## config.mk

```make
export PLATFORM = sky130hd
export DESIGN_NAME = lphm_ctrl
export DESIGN_NICKNAME = d
export VERILOG_FILES = /design/src/sv/assert_macros.svh /design/src/sv/lphm_pkg.sv /design/src/sv/lphm_ctrl.sv
export SDC_FILE = /design/constraint.sdc
export NUM_CORES = 1
export LEC_CHECK = 0
export ABC_AREA = 1
export BUFFER_PORTS_ARGS = -buffer_cell sky130_fd_sc_hd__buf_2
export CELL_PAD_IN_SITES_DETAIL_PLACEMENT = 0
export CELL_PAD_IN_SITES_GLOBAL_PLACEMENT = 2
export CORE_ASPECT_RATIO = 0.5
export CORE_UTILIZATION = 27
export CTS_CLUSTER_DIAMETER = 30
export CTS_CLUSTER_SIZE = 16
export DETAILED_ROUTE_END_ITERATION = 8
export GPL_TIMING_DRIVEN = 0
export PLACE_DENSITY = 0.87
export REMOVE_ABC_BUFFERS = 1
export SETUP_SLACK_MARGIN = 0.1
export SLEW_MARGIN = 10
export SYNTH_ARGS = -nofsm -noshare
export SYNTH_HDL_FRONTEND = slang
export SYNTH_SLANG_ARGS = --single-unit
```

## constraint.sdc

```tcl
create_clock -name clk_i -period 6.4 [get_ports clk_i]
set_input_delay 1.28 -clock clk_i [delete_from_list [all_inputs] [get_ports clk_i]]
set_output_delay 1.28 -clock clk_i [all_outputs]
set_load 0.1 [all_outputs]
```

## src/sv/assert_macros.svh

```systemverilog
// Assertion macros used by the top level of the hash map block.
`ifndef ASSERT_MACROS_SVH
`define ASSERT_MACROS_SVH

// Concurrent assertion on an explicit clock and active-low reset.
`define LPHM_ASSERT_AT(lbl, clk, rst_n, prop) \
  lbl: assert property (@(posedge clk) disable iff (!rst_n) prop) \
    else $error("lphm: concurrent assertion failed");

// Same, on the block clock and reset.
`define LPHM_ASSERT(lbl, prop) \
  `LPHM_ASSERT_AT(lbl, clk_i, rst_ni, prop)

`endif

```

## src/sv/lphm_pkg.sv

```systemverilog
// Types and constants shared by the hash map modules.
package lphm_pkg;

  typedef enum logic {
    CMD_GET = 1'b0,
    CMD_PUT = 1'b1
  } lphm_cmd_e;

  typedef enum logic [1:0] {
    STATUS_OK      = 2'd0,
    STATUS_BAD_KEY = 2'd1,
    STATUS_FULL    = 2'd2
  } lphm_status_e;

  typedef enum logic [1:0] {
    ST_CLEAR,
    ST_IDLE,
    ST_PROBE,
    ST_RESP
  } lphm_state_e;

  // One table slot; a zero key marks an empty slot.
  typedef struct packed {
    logic [63:0] key;
    logic [63:0] value;
  } lphm_entry_t;

  typedef struct packed {
    logic         found;
    logic [63:0]  read_value;
    lphm_status_e status;
  } lphm_result_t;

endpackage

```

## src/sv/lphm_ctrl.sv

```systemverilog
// Probe sequencer: clear pass, linear probing, read-modify-write of slots.
module lphm_ctrl import lphm_pkg::*; #(
  parameter int TABLE_ENTRIES = 1024,
  parameter int MAX_PROBES    = 8,
  localparam int IDX_W = (TABLE_ENTRIES > 1) ? $clog2(TABLE_ENTRIES) : 1
) (
  input  logic             clk_i,
  input  logic             rst_ni,
  input  logic             in_valid_i,
  output logic             in_stall_o,
  input  logic             command_i,
  input  logic [63:0]      lookup_key_i,
  input  logic [63:0]      put_value_i,
  output logic             res_valid_o,
  input  logic             res_take_i,
  output lphm_result_t     res_o,
  output logic             mem_rd_en_o,
  output logic [IDX_W-1:0] mem_rd_addr_o,
  input  lphm_entry_t      mem_rd_data_i,
  output logic             mem_wr_en_o,
  output logic [IDX_W-1:0] mem_wr_addr_o,
  output lphm_entry_t      mem_wr_data_o
);

  localparam int CNT_W = (MAX_PROBES > 0) ? $clog2(MAX_PROBES + 1) : 1;
  localparam logic [IDX_W-1:0] MASK      = IDX_W'(TABLE_ENTRIES - 1);
  localparam logic [IDX_W-1:0] LAST_SLOT = IDX_W'(TABLE_ENTRIES - 1);
  localparam logic [CNT_W-1:0] LAST_PROBE = CNT_W'(MAX_PROBES);

  lphm_state_e      state_q, state_d;
  lphm_cmd_e        cmd_q, cmd_d;
  logic [63:0]      key_q, key_d;
  logic [63:0]      val_q, val_d;
  logic [IDX_W-1:0] idx_q, idx_d;
  logic [CNT_W-1:0] cnt_q, cnt_d;
  logic [IDX_W-1:0] clr_q, clr_d;
  lphm_result_t     res_q, res_d;

  logic             key_zero;
  logic [IDX_W-1:0] start_idx;
  logic [IDX_W-1:0] next_idx;
  logic             slot_empty;
  logic             slot_hit;
  logic             probes_done;
  logic             is_put;
  logic             do_insert;

  assign key_zero    = (lookup_key_i == 64'd0);
  assign start_idx   = lookup_key_i[IDX_W-1:0] & MASK;
  assign next_idx    = (idx_q + IDX_W'(1)) & MASK;
  assign slot_empty  = (mem_rd_data_i.key == 64'd0);
  assign slot_hit    = (mem_rd_data_i.key == key_q);
  assign probes_done = (cnt_q == LAST_PROBE);
  assign is_put      = (cmd_q == CMD_PUT);
  assign do_insert   = is_put && (val_q != 64'd0);

  // Next state
  always_comb begin
    state_d = state_q;
    case (state_q)
      ST_CLEAR: begin
        if (clr_q == LAST_SLOT) begin
          state_d = ST_IDLE;
        end
      end
      ST_IDLE: begin
        if (in_valid_i) begin
          state_d = key_zero ? ST_RESP : ST_PROBE;
        end
      end
      ST_PROBE: begin
        if (slot_empty || slot_hit || probes_done) begin
          state_d = ST_RESP;
        end
      end
      ST_RESP: begin
        if (res_take_i) begin
          state_d = ST_IDLE;
        end
      end
      default: state_d = ST_IDLE;
    endcase
  end

  // Outputs: handshake and memory ports
  always_comb begin
    in_stall_o    = 1'b1;
    res_valid_o   = 1'b0;
    mem_rd_en_o   = 1'b0;
    mem_rd_addr_o = start_idx;
    mem_wr_en_o   = 1'b0;
    mem_wr_addr_o = idx_q;
    mem_wr_data_o = '{key: key_q, value: val_q};
    case (state_q)
      ST_CLEAR: begin
        mem_wr_en_o   = 1'b1;
        mem_wr_addr_o = clr_q;
        mem_wr_data_o = '{key: 64'd0, value: 64'd0};
      end
      ST_IDLE: begin
        in_stall_o  = 1'b0;
        mem_rd_en_o = in_valid_i && !key_zero;
      end
      ST_PROBE: begin
        mem_rd_addr_o = next_idx;
        mem_rd_en_o   = !(slot_empty || slot_hit || probes_done);
        mem_wr_en_o   = (slot_empty && do_insert) || (!slot_empty && slot_hit && is_put);
      end
      ST_RESP: begin
        res_valid_o = 1'b1;
      end
      default: ;
    endcase
  end

  // Datapath registers
  always_comb begin
    cmd_d = cmd_q;
    key_d = key_q;
    val_d = val_q;
    idx_d = idx_q;
    cnt_d = cnt_q;
    res_d = res_q;
    case (state_q)
      ST_IDLE: begin
        cmd_d = lphm_cmd_e'(command_i);
        key_d = lookup_key_i;
        val_d = put_value_i;
        idx_d = start_idx;
        cnt_d = '0;
        res_d = '{found: 1'b0, read_value: 64'd0, status: STATUS_BAD_KEY};
      end
      ST_PROBE: begin
        idx_d = next_idx;
        cnt_d = cnt_q + CNT_W'(1);
        if (slot_empty) begin
          res_d = '{found: 1'b0, read_value: 64'd0, status: STATUS_OK};
        end else if (slot_hit) begin
          res_d = '{found: 1'b1, read_value: mem_rd_data_i.value, status: STATUS_OK};
        end else begin
          res_d = '{found: 1'b0, read_value: 64'd0,
                    status: do_insert ? STATUS_FULL : STATUS_OK};
        end
      end
      default: ;
    endcase
  end

  assign clr_d = (state_q == ST_CLEAR) ? clr_q + IDX_W'(1) : clr_q;

  always_ff @(posedge clk_i or negedge rst_ni) begin
    if (!rst_ni) begin
      state_q <= ST_CLEAR;
      clr_q   <= '0;
    end else begin
      state_q <= state_d;
      clr_q   <= clr_d;
    end
  end

  always_ff @(posedge clk_i) begin
    cmd_q <= cmd_d;
    key_q <= key_d;
    val_q <= val_d;
    idx_q <= idx_d;
    cnt_q <= cnt_d;
    res_q <= res_d;
  end

  assign res_o = res_q;

endmodule

```

==> out/qor.csv, run 1 <==
metric,value,unit
power_density,273,nW/um^2
r2r_slack,2.94,ns
grt_start_max_net_pins,68,
syn_inst,1198,
rsz0062_at_grt,no,
synth_area_per_cell,9.26,sq um
areaGrowthSynthToFinish,43.5,%
io_pins,480,
maxCapViolations,0,
synth_top_area_share,56.8,%
cts.clk_slew.worst_paths,0.05,ns
yosysSeqAreaShare,59.5,%
period_share,77.6,%
cts_root_buf,clkbuf_16,
drive_gt1_share,35.8,%
die_y,145,um
rr_endpoint,res_o[12],
totalWireLength,37.5,mm
insertion_delay,0.55,ns
leakage,8.15,nW
grt_pass1_wl,54.9,mm
cts_tree,built,
p_sw,0.933,mW
yosysWarnings,0,
synth_seq_cells,222,
rows,52,
p_int,3.42,mW
reg2reg_from,state_q[0],
fill_cells,4223,
drcViolationCount,0,
ir_drop,0.000188,V
min_path_cells,1,
syn_area,11100,sq um
final_cell_mix,"buf_2 (479), inv_1 (273), nor2_1 (261)",
worstPathRequired,5.12,ns
placed_cell_area,14200,sq um
grt_usage,17.5,%
crit_end,mem_wr_en_o,
slew_viol_final,0,
antenna_found_initial,12,
start_kind,flop,
endpoint_kind,output port,
r2r_cells,8,
cts_buffers,48,
worst-path-max-fanout,22,
num-nets-final,1977,
dr_total_vias,9317,
worstPathArrival,3.69,ns
critPathKind,reg -> out,
max_freq,201,MHz
hp-class,reg -> reg,
worstMarginPinSlew,0.671,ns
synth_top_cells_by_area,"edfxtp_1 (57%), inv_1 (9.2%), nor2_1 (8.8%)",
yosysUniqueCellTypes,26,
ctsResizeCount,0,
setup-violations-final,0,
drt_iter0_drc,604,
die_area,42000,sq um
multi_input_area,3300,sq um
fin_skew,0.0243,ns
p_seq_share,36.4,%
core,40500,sq um
cts_max_level,2,
hold_viol_final,0,
via_per_inst,4.05,
stdcell_area,15900,sq um
regArea,6610,sq um
die_width,289,um
status,finished clean,
final_antenna_net_count,0,
routabilityCongestion,0.908,
p_clk_share,59.3,%
initial_core_util,27.4,%
p_total,4.35,mW
p_comb_share,4.3,%
final_common_cell,buf_2,
yosys.area.top_type,edfxtp_1,
place_hpwl,29.4,mm
port_buffers,479,
first_global_vias,9240,
overflow,0,
clock_sinks,222,
cts_buffer_depth,3,
post-cts-setup-buffers,0,
wl_per_cell,16.3,um
switching_share,21.4,%
slew_headroom,55.3,%
hold_buffers,0,
worstSetupStartpoint,state_q[0],
firstDrtPassIters,5,
final.min_clock_period,4.97,ns
power groups by stage:
stage                     sequential, mW  clock [mW]  combinational [mW]
after floorplan                     1.61           0              0.0797
final                               1.58        2.58               0.187
after detailed placement            1.61           0               0.188
after global placement              1.61           0               0.185
after global routing                1.58        2.71               0.208
after CTS                           1.58        2.63               0.189
worst min path at each step:
stage / from / endpoint / slack [ns]
finish: clr_q[9] / clr_q[9] / 0.50
global route: clr_q[4] / clr_q[4] / 0.53
CTS: clr_q[9] / clr_q[9] / 0.50
detailed placement: clr_q[9] / clr_q[9] / 0.49
global placement: clr_q[4] / clr_q[4] / 0.48
floorplan: clr_q[9] / clr_q[9] / 0.46
metrics by stage:
step	utilization, %	hold slack [ns]	setup TNS [ns]	setup WS [ns]	std cells
4_1_cts	39.3	0.497	0	1.33	2288
2_1_floorplan	-	0.463	-4.84	-1.14	1172
3_3_place_gp	34.5	0.481	-150.78	-2.66	2191
5_1_grt	39.3	0.534	0	0.996	2300
6_report	39.3	0.497	0	1.43	2300
3_5_place_dp	35.1	0.495	0	1.50	2198
logic make-up after synthesis:
family | count (synthesis) | share of synthesized area, %
and+or+nand+nor | 618 | 25.5
xor gates and xnor gates | 23 | 1.82
AOI/OAI and AO/OA | 25 | 1.23
adders and majority gates | 8 | 0.902
DFF | 222 | 59.5
buffers and inverters | 302 | 11.0
synthesized netlist by cell type, drive strengths merged:
cell,instances
nand3,22
buf,9
nor2,311
a21oi,2
o221a,1
nand2,245
xor2,21
o21ai,19
inv,276
a21boi,1
clkbuf,17
and2,1
xnor2,2
nor3,5
dfrtp,12
ha,8
o22ai,2
nand4,34
edfxtp,210
area by class of cell:
class | instances | area share [%]
clock buffers | 63 | 8.42
inverters | 276 | 6.51
well taps | 540 | 4.24
diodes | 12 | 0.189
multi-input cells | 674 | 20.7
clock inverters | 27 | 2.25
repair buffers | 486 | 16.2
flip-flops and latches | 222 | 41.5
worst max-delay path: stages (launching register included):
cell     delay, ns
dfrtp_1       0.44
inv_1         0.15
ha_1          0.46
inv_1         0.38
a21oi_1       0.41
nand3_4       0.52
inv_1         0.21
nand2_1       0.07
nand2_1       0.07
buf_2         0.44
state kept, by name, indices dropped and copies added, names as in the netlist:
register / count
res_o: 67
key_q: 64
val_q: 64
clr_q: 10
idx_q: 10
cnt_q: 4
state_q: 2
cmd_q: 1
layer usage:
metal | share of wire [%] | GRT usage (%)
met4 | 2.9 | 7.08
met1 | 39 | 20.3
met5 | 0 | 0
met2 | 54 | 31.5
met3 | 4.7 | 3.26
(Power assumes the default switching activity.)
==> run 2, diff against run 1 <==
==> constraint.sdc (replaced) <==
create_clock -name clk_i -period 5.12 [get_ports clk_i]
set_input_delay 1.024 -clock clk_i [delete_from_list [all_inputs] [get_ports clk_i]]
set_output_delay 1.024 -clock clk_i [all_outputs]
set_load 0.1 [all_outputs]
==> run 2 against run 1 <==
Effect of this change:
- final cell count about the same
- sequential share of layout area about the same
- register-to-register slack got worse by 1.1 ns
- core utilization about the same
- highest routed layer unchanged
==> out/qor.csv, run 2 (synthesis results as in run 1) <==
metric,value,unit,change
p_seq_share,36.4,%,about the same
die_area,42000,sq um,unchanged
core,40500,sq um,unchanged
leakage,8.15,nW,about the same
final_cell_mix,"buf_2 (479), inv_1 (273), nor2_1 (261)",,unchanged
cts_buffer_depth,3,,unchanged
pre_cts_ws,0.732,ns,was 1.50 ns
dr_total_vias,9352,,was 9317
p_clk_share,59.3,%,about the same
drcViolationCount,0,,unchanged
first_global_vias,9240,,unchanged
final_common_cell,buf_2,,unchanged
post-cts-setup-buffers,0,,unchanged
critPathKind,reg -> out,,unchanged
worstMarginPinSlew,0.704,ns,was 0.671 ns
cts.clk_slew.worst_paths,0.05,ns,about the same
r2r_cells,8,,unchanged
fin_skew,0.0238,ns,was 0.0243 ns
die_y,145,um,unchanged
insertion_delay,0.55,ns,about the same
p_int,4.28,mW,was 3.42 mW
place_hpwl,29.4,mm,unchanged
worst-path-max-fanout,16,,was 22
endpoint_kind,output port,,unchanged
power_density,342,nW/um^2,was 273 nW/um^2
routabilityCongestion,0.908,,unchanged
die_width,289,um,unchanged
slew_viol_final,0,,unchanged
drive_gt1_share,35.8,%,about the same
rr_endpoint,res_o[12],,unchanged
worstPathArrival,3.53,ns,was 3.69 ns
maxCapViolations,0,,unchanged
totalWireLength,37.9,mm,was 37.5 mm
initial_core_util,27.4,%,unchanged
cts_tree,built,,unchanged
hold_viol_final,0,,unchanged
setup-violations-final,0,,unchanged
grt_start_max_net_pins,68,,unchanged
p_sw,1.17,mW,was 0.933 mW
final.min_clock_period,4.55,ns,
final_antenna_net_count,0,,unchanged
setup_ws,0.571,ns,was 1.43 ns
io_pins,480,,unchanged
via_per_inst,4.06,,was 4.05
period_share,88.8,%,
drt_iter0_drc,628,,was 604
firstDrtPassIters,7,,was 5
areaGrowthSynthToFinish,43.6,%,was 43.5%
port_buffers,479,,unchanged
clock_sinks,222,,unchanged
num-nets-final,1978,,was 1977
wl_per_cell,16.5,um,was 16.3 um
largest_register_ff_count,67,,unchanged
overflow,0,,unchanged
status,finished clean,,unchanged
r2r_slack,1.89,ns,was 2.94 ns
p_comb_share,4.3,%,about the same
cts_max_level,2,,unchanged
ir_drop,0.000235,V,was 0.000188 V
hp-class,in -> async,,was reg -> reg
worstPathRequired,4.10,ns,was 5.12 ns
max_freq,220,MHz,
worst_hold_slack,0.363,ns,was 0.497 ns
tns,0,ns,unchanged
reg2reg_from,state_q[0],,unchanged
grt_pass1_wl,54.9,mm,unchanged
rsz0062_at_grt,no,,unchanged
cts_buffers,48,,unchanged
grt_usage,17.5,%,unchanged
slew_headroom,52.9,%,was 55.3%
antenna_found_initial,12,,unchanged
switching_share,21.4,%,about the same
start_kind,flop,,unchanged
rows,52,,unchanged
cts_root_buf,clkbuf_16,,unchanged
## run 2: what timing repair did
action	in CTS	in global routing
gates resized for setup	0	1
hold buffers	0	0
endpoints found under the hold margin	0	0
endpoints found under the setup margin	0	1
## run 2: routing by layer
layer | routed length [um] | track usage [%]
met5 | 0 | 0
met4 | 1090 | 7.08
met3 | 1850 | 3.26
met2 | 20400 | 31.5
met1 | 14600 | 20.3
## run 2: worst max-delay path by stage
stage	startpoint	end
final	state_q[0]	mem_wr_en_o
after global routing	state_q[0]	mem_wr_en_o
after CTS	state_q[0]	mem_wr_en_o
after detailed placement	mem_rd_data_i[79]	mem_wr_en_o
after global placement	mem_rd_data_i[74]	mem_wr_en_o
after floorplan	mem_rd_data_i[97]	mem_wr_en_o
## run 2: metrics by stage
stage                     utilization, %  total power [mW]  cells  area, sq um
after floorplan                        -              2.11   1172        10900
final                               39.4              5.44   2301        15900
after detailed placement            35.1              2.25   2198        14200
after global routing                39.4              5.62   2301        15900
after global placement              34.5              2.25   2191        14000
after CTS                           39.3              5.50   2288        15900
## run 2: final cells by class
class,count,area [sq um]
Fill cell,4224,24500
Sequential cell,222,6610
Multi-Input combinational cell,675,3320
Timing Repair Buffer,486,2570
Clock buffer,63,1340
Inverter,276,1040
Tap cell,540,676
Clock inverter,27,358
Antenna cell,12,30.0
## run 2: power by group through the flow
stage | Clock (mW) | Combinational [mW] | Sequential, mW
6_report | 3.23 | 0.234 | 1.98
5_1_grt | 3.38 | 0.260 | 1.98
4_1_cts | 3.29 | 0.236 | 1.98
3_5_place_dp | 0 | 0.235 | 2.01
3_3_place_gp | 0 | 0.232 | 2.01
2_1_floorplan | 0 | 0.0997 | 2.01
## run 2: critical path, stage by stage, from the launching register on
cell     delay (ns)
dfrtp_1        0.44
inv_1          0.15
ha_1           0.47
inv_1          0.39
a21oi_2        0.48
nand3_4        0.33
inv_1          0.17
nand2_1        0.06
nand2_1        0.06
buf_2          0.44
